<file path="src/design/swmt_pkg.sv">
`timescale 1ns / 1ps

package swmt_pkg;

    localparam int TIME_W         = 32;
    localparam int USED_W         = 4;
    localparam int WINDOW_DEFAULT = 11;
    localparam int WINDOW_MAX     = 64;
    // age field sized for the widest window allowed
    localparam int AGE_W          = $clog2(WINDOW_MAX);

    typedef struct packed {
        logic              valid;
        logic [AGE_W-1:0]  age;
        logic [TIME_W-1:0] value;
    } cell_t;

endpackage

</file>
<file path="src/design/swmt_cell.sv">
`timescale 1ns / 1ps

module swmt_cell
    import swmt_pkg::*;
#(
    parameter bit               FIRST    = 1'b0,
    parameter logic [AGE_W-1:0] AGE_LAST = AGE_W'(WINDOW_DEFAULT - 1)
)
(
    input  logic              clk,
    input  logic              rst_n,
    input  logic              shift_en,
    input  logic              full,
    input  logic [TIME_W-1:0] new_time,
    input  cell_t             right_st,
    input  cell_t             left_r,
    input  logic              left_le,
    input  logic              ev_in,
    output logic              ev_out,
    output cell_t             r_out,
    output logic              le_out,
    output cell_t             st
);

    cell_t st_reg;
    cell_t st_next;
    logic  evict;

    // oldest entry leaves when the window is full
    assign evict  = full && st_reg.valid && (st_reg.age == AGE_LAST);
    assign ev_out = ev_in | evict;

    // entry at this slot once the evicted one is squeezed out
    assign r_out  = ev_out ? right_st : st_reg;
    assign le_out = r_out.valid && (r_out.value <= new_time);

    always_comb
    begin
        if (le_out)
        begin
            st_next     = r_out;
            st_next.age = r_out.age + 1'b1;
        end
        else if (FIRST || left_le)
        begin
            st_next.valid = 1'b1;
            st_next.age   = '0;
            st_next.value = new_time;
        end
        else
        begin
            st_next     = left_r;
            st_next.age = left_r.age + 1'b1;
        end
    end

    always_ff @(posedge clk or negedge rst_n)
    begin
        if (!rst_n)
        begin
            st_reg <= '0;
        end
        else if (shift_en)
        begin
            st_reg <= st_next;
        end
    end

    assign st = st_reg;

endmodule

</file>
<file path="src/design/sliding_window_median_time_top.sv">
`timescale 1ns / 1ps

// Sliding-window median of block timestamps.
//
// Input channel: block_time with in_valid / in_stall. A beat is taken on a
// rising edge with in_valid high and in_stall low. Output channel:
// median_time and used_count with out_valid / out_stall, one result beat per
// input beat, in order.
//
// The window is a row of WINDOW cells kept in ascending order. Each cell
// holds a time and its age; on every input beat the oldest entry (full
// window only) is squeezed out and the new time drops into its sorted slot,
// all cells moving at most one place in the same cycle.
// used_count = entries held, median_time = cell at index used_count/2.
//
// Path: each input beat updates the cell row, then its result is loaded
// into the result register. Throughput: one beat per cycle while the
// output is not stalled.
// Reset: the window is empty, no result pending, out_valid low.
// Output stall: the result register holds; one more beat can sit in the
// pending stage, after which in_stall is raised until the output drains.
module sliding_window_median_time_top
    import swmt_pkg::*;
#(
    parameter int WINDOW = WINDOW_DEFAULT
)
(
    input  logic              clk,
    input  logic              rst_n,
    input  logic              in_valid,
    output logic              in_stall,
    input  logic [TIME_W-1:0] block_time,
    output logic              out_valid,
    input  logic              out_stall,
    output logic [TIME_W-1:0] median_time,
    output logic [USED_W-1:0] used_count
);

    localparam int CNT_W = $clog2(WINDOW + 1);
    localparam int IDX_W = (WINDOW > 1) ? $clog2(WINDOW) : 1;

    logic              in_acc;
    logic              move;
    logic              full;
    logic [CNT_W-1:0]  cnt_reg;
    logic [CNT_W-1:0]  cnt_next;
    logic              pend_reg;
    logic              pend_next;
    logic              out_valid_reg;
    logic              out_valid_next;
    logic [TIME_W-1:0] median_reg;
    logic [USED_W-1:0] used_reg;

    cell_t             st_w [WINDOW];
    cell_t             r_w  [WINDOW];
    logic              le_w [WINDOW];
    logic              ev_w [WINDOW+1];

    logic [CNT_W+USED_W-1:0] cnt_ext;
    logic [CNT_W+IDX_W-1:0]  half_ext;
    logic [IDX_W-1:0]        med_idx;

    // handshake: pending beat moves out when the result register is free
    assign move     = pend_reg && (!out_valid_reg || !out_stall);
    assign in_stall = pend_reg && out_valid_reg && out_stall;
    assign in_acc   = in_valid && !in_stall;

    assign full     = (cnt_reg == CNT_W'(WINDOW));
    assign ev_w[0]  = 1'b0;

    // sorted cell row
    for (genvar i = 0; i < WINDOW; i++)
    begin : g_cell
        cell_t right_st;
        cell_t left_r;
        logic  left_le;

        if (i == WINDOW - 1)
        begin : g_last
            assign right_st = '0;
        end
        else
        begin : g_mid
            assign right_st = st_w[i+1];
        end

        if (i == 0)
        begin : g_head
            assign left_r  = '0;
            assign left_le = 1'b0;
        end
        else
        begin : g_body
            assign left_r  = r_w[i-1];
            assign left_le = le_w[i-1];
        end

        swmt_cell #(
            .FIRST    (i == 0),
            .AGE_LAST (AGE_W'(WINDOW - 1))
        ) u_cell (
            .clk      (clk),
            .rst_n    (rst_n),
            .shift_en (in_acc),
            .full     (full),
            .new_time (block_time),
            .right_st (right_st),
            .left_r   (left_r),
            .left_le  (left_le),
            .ev_in    (ev_w[i]),
            .ev_out   (ev_w[i+1]),
            .r_out    (r_w[i]),
            .le_out   (le_w[i]),
            .st       (st_w[i])
        );
    end

    // fill count saturates at WINDOW
    always_comb
    begin
        cnt_next = cnt_reg;
        if (in_acc && !full)
        begin
            cnt_next = cnt_reg + 1'b1;
        end
    end

    always_comb
    begin
        pend_next = pend_reg;
        if (in_acc)
        begin
            pend_next = 1'b1;
        end
        else if (move)
        begin
            pend_next = 1'b0;
        end
    end

    always_comb
    begin
        out_valid_next = out_valid_reg;
        if (move)
        begin
            out_valid_next = 1'b1;
        end
        else if (!out_stall)
        begin
            out_valid_next = 1'b0;
        end
    end

    // median pick: cell at index count/2 of the row after the update
    assign cnt_ext  = {{USED_W{1'b0}}, cnt_reg};
    assign half_ext = {{IDX_W{1'b0}}, cnt_reg >> 1};
    assign med_idx  = half_ext[IDX_W-1:0];

    always_ff @(posedge clk or negedge rst_n)
    begin
        if (!rst_n)
        begin
            cnt_reg       <= '0;
            pend_reg      <= 1'b0;
            out_valid_reg <= 1'b0;
        end
        else
        begin
            cnt_reg       <= cnt_next;
            pend_reg      <= pend_next;
            out_valid_reg <= out_valid_next;
        end
    end

    always_ff @(posedge clk)
    begin
        if (move)
        begin
            median_reg <= st_w[med_idx].value;
            used_reg   <= cnt_ext[USED_W-1:0];
        end
    end

    assign out_valid   = out_valid_reg;
    assign median_time = median_reg;
    assign used_count  = used_reg;

    // checks
    logic [WINDOW-1:0] valid_vec;
    logic [WINDOW-1:0] order_ok;

    for (genvar i = 0; i < WINDOW; i++)
    begin : g_chk
        assign valid_vec[i] = st_w[i].valid;
        if (i == WINDOW - 1)
        begin : g_end
            assign order_ok[i] = 1'b1;
        end
        else
        begin : g_pair
            assign order_ok[i] = !st_w[i+1].valid ||
                                 (st_w[i].valid && (st_w[i].value <= st_w[i+1].value));
        end
    end

    a_count_matches : assert property (@(posedge clk) disable iff (!rst_n)
        $countones(valid_vec) == int'(cnt_reg))
        else $error("valid cells differ from fill count");

    a_row_sorted : assert property (@(posedge clk) disable iff (!rst_n)
        &order_ok)
        else $error("cell row out of order");

    a_full_evicts : assert property (@(posedge clk) disable iff (!rst_n)
        full |-> ev_w[WINDOW])
        else $error("full window with no oldest entry");

    a_pend_drains : assert property (@(posedge clk) disable iff (!rst_n)
        (pend_reg && !out_valid_reg) |=> out_valid_reg)
        else $error("pending result not moved to output");

endmodule
</file>
<file path="config.mk">
export PLATFORM = sky130hd
export DESIGN_NAME = sliding_window_median_time_top
export DESIGN_NICKNAME = d
export VERILOG_FILES = /design/src/design/swmt_pkg.sv /design/src/design/swmt_cell.sv /design/src/design/sliding_window_median_time_top.sv
export SDC_FILE = /design/constraint.sdc
export NUM_CORES = 2
export LEC_CHECK = 0
export BUFFER_PORTS_ARGS = -buffer_cell sky130_fd_sc_hd__buf_2
export CAP_MARGIN = 20
export CORE_ASPECT_RATIO = 1.25
export CORE_MARGIN = 4
export CORE_UTILIZATION = 59
export CTS_BUF_LIST = sky130_fd_sc_hd__clkbuf_8 sky130_fd_sc_hd__clkbuf_16
export DETAILED_ROUTE_END_ITERATION = 10
export HOLD_SLACK_MARGIN = 0.05
export PLACE_DENSITY_LB_ADDON = 0.05
export SLEW_MARGIN = 0
export SYNTH_ARGS = -nofsm -noshare
export SYNTH_HDL_FRONTEND = slang
export SYNTH_HIERARCHICAL = 1
export SYNTH_SLANG_ARGS = --single-unit
</file>
<file path="constraint.sdc">
create_clock -name clk -period 11.5 [get_ports clk]
set_input_delay 2.3 -clock clk [delete_from_list [all_inputs] [get_ports clk]]
set_output_delay 2.3 -clock clk [all_outputs]
set_load 0.01 [all_outputs]
</file>
==> metrics <==
Iter 0 DRT Violations=~2,400; maximum fanout along the worst path=38; layout cell share with drive strength beyond 1=22.7%; Clock Latency Late Sink=0.64 ns; Clock Power Share=15.2%; Tmin final=9.43 ns; WL/cell=22.7 um; # clock sinks=471; RSZ-0062 raised after global routing=false; worst path required time=12.01 ns; Critical Path AT=9.94 ns; Ports=74; Slew Limit Fails=0; Worst Setup Start Kind=flop; PortBufs=73; Worst path slowest cell=dfrtp_2; vias in the first global route=33,741; maximum vdd drop=0.194 mV; row cnt=111; Global Route Usage Sum=29.7%; Post-Syn Instances=about 4,300; HPWL Detailed=88,200 um; routability congestion estimate=0.873; fmax=~110 MHz; post-cts resize count=0; CP Depth=33; DR pass1 iterations=5; depth of the worst hold-timing path=1; Hold Buf Count CTS=0; P&R area growth vs syn=5.86%; Comb pwr share=around 56%; hold_sp=pend_reg; final net count=4,622; CTS tree=built; remaining global-route overflow=0; Clock Pin Slew Worst Setup and Hold Paths=0.06 ns; max cap viols=0; cell repeated most along the worst path=a21oi_4; Slew HR=between 20% and 30%; first-pass GRT wire length=192,000 um; Post-CTS Setup Inserts=0; Vias/cell=between 6 and 7; crit-path max cell delay=0.78 ns; die area=78,300 um2; Routed Antenna Nets=0; largest net degree at the start of global routing=187; skew final=0.0231 ns; pwr dens=about 260 nW/um2; Die X=251 um; Synth warnings=6; Setup-failing EPs final=0; number of flip-flops in the largest register=429; Flop pwr share=28.3%; CORE AREA=73,300 um2; Slew @ Worst Pin=1.09 ns; Worst Setup End Kind=flop; class of the worst hold path=reg2reg; Int Pwr=~6.6 mW; Largest delay share family, worst path=buffers and inverters; Reg2Reg Setup Slack=2.07 ns; Final Hold Vio Count=0; Endpoint, Worst Hold=out_valid; Switching Share=44.3%; Critical R2R Capture=g_cell[10].u_cell/st[33]; Worst Reg-to-Reg Cells=33; CP bufs+invs=11; detailed-route via count=34,185; post-layout total power=11.9 mW; R2R Path Start=cnt_reg[1]; status=completed; DRC errors left=0; diode count=0; TNS Setup=0 ns; syn_area_per_cell=between 10 and 15 um2; clk root buf=clkbuf_16; Initial Util=between 50 and 60%; antenna violations before repair=0; clk buf depth=3; DIE HEIGHT=around 310 um; leakage power=about 19 nW; H-tree depth=2; mapped cell area=43,600 um2; NetSw=5.27 mW; WS Path Type=reg2reg; total clock buffers created by CTS=55; Tcrit/Tclk final=82.0%; wirelength, routed=119,000 um
==> area by class of cell <==
class                           count  area [um2]
Multi-Input combinational cell   3127       28600
Sequential cell                   471       12000
Tap cell                          960        1200
Clock inverter                     24         151
Clock buffer                       76        1690
Inverter                          429        1630
Fill cell                        6190       27200
Timing Repair Buffer              128         853
==> cells in the final DEF, fill, tap and decap left out, types with 66 or more instances in the layout <==
master	instances
o21ai_0	67
o22ai_1	66
inv_1	433
ha_1	374
dfrtp_1	432
mux2i_1	335
nand3_1	241
o221a_1	256
a31oi_1	73
a21oi_1	169
nand3_2	120
buf_2	72
nor2_1	74
mux2_2	397
nand2_1	151
==> stage by stage <==
| stage | worst slack (ns) | utilization, % | cells | cell area [um2] | hold slack (ns) |
|---|---|---|---|---|---|
| after CTS | 2.06 | 62.8 | 5213 | 46100 | 0.497 |
| after global routing | 1.43 | 62.9 | 5215 | 46100 | 0.512 |
| final | 2.07 | 62.9 | 5215 | 46100 | 0.489 |
| after floorplan | 0.0350 | - | 4315 | 43800 | 0.444 |
| after global placement | 2.19 | 60.3 | 5113 | 44200 | 0.465 |
| after detailed placement | 2.10 | 60.3 | 5113 | 44200 | 0.471 |
==> metal layers <==
| metal | vias to the layer above | routed length [um] | track usage (%) |
|---|---|---|---|
| met3 | 180 | 6520 | 4.38 |
| met4 | 0 | 3850 | 8.94 |
| met5 | - | 0 | 0 |
| li1 | 16243 | - | - |
| met1 | 16866 | 54000 | 41.8 |
| met2 | 896 | 54200 | 47.8 |
==> worst max path at each step <==
stage	start	end
after floorplan	cnt_reg[2]	g_cell[10].u_cell/st[5]
after global placement	cnt_reg[1]	g_cell[10].u_cell/st[33]
after detailed placement	cnt_reg[1]	g_cell[10].u_cell/st[22]
after CTS	cnt_reg[1]	g_cell[10].u_cell/st[21]
after global routing	cnt_reg[1]	g_cell[10].u_cell/st[20]
final	cnt_reg[1]	g_cell[10].u_cell/st[33]
==> power by group through the flow <==
stage	Combinational [mW]	Clock [mW]	Sequential, mW
5_1_grt	7.41	1.90	3.47
6_report	6.73	1.80	3.37
2_1_floorplan	5.57	0	2.91
3_3_place_gp	6.58	0	3.33
4_1_cts	6.71	1.84	3.33
3_5_place_dp	6.68	0	3.36
Note: power is estimated with default switching activity, not from simulation.
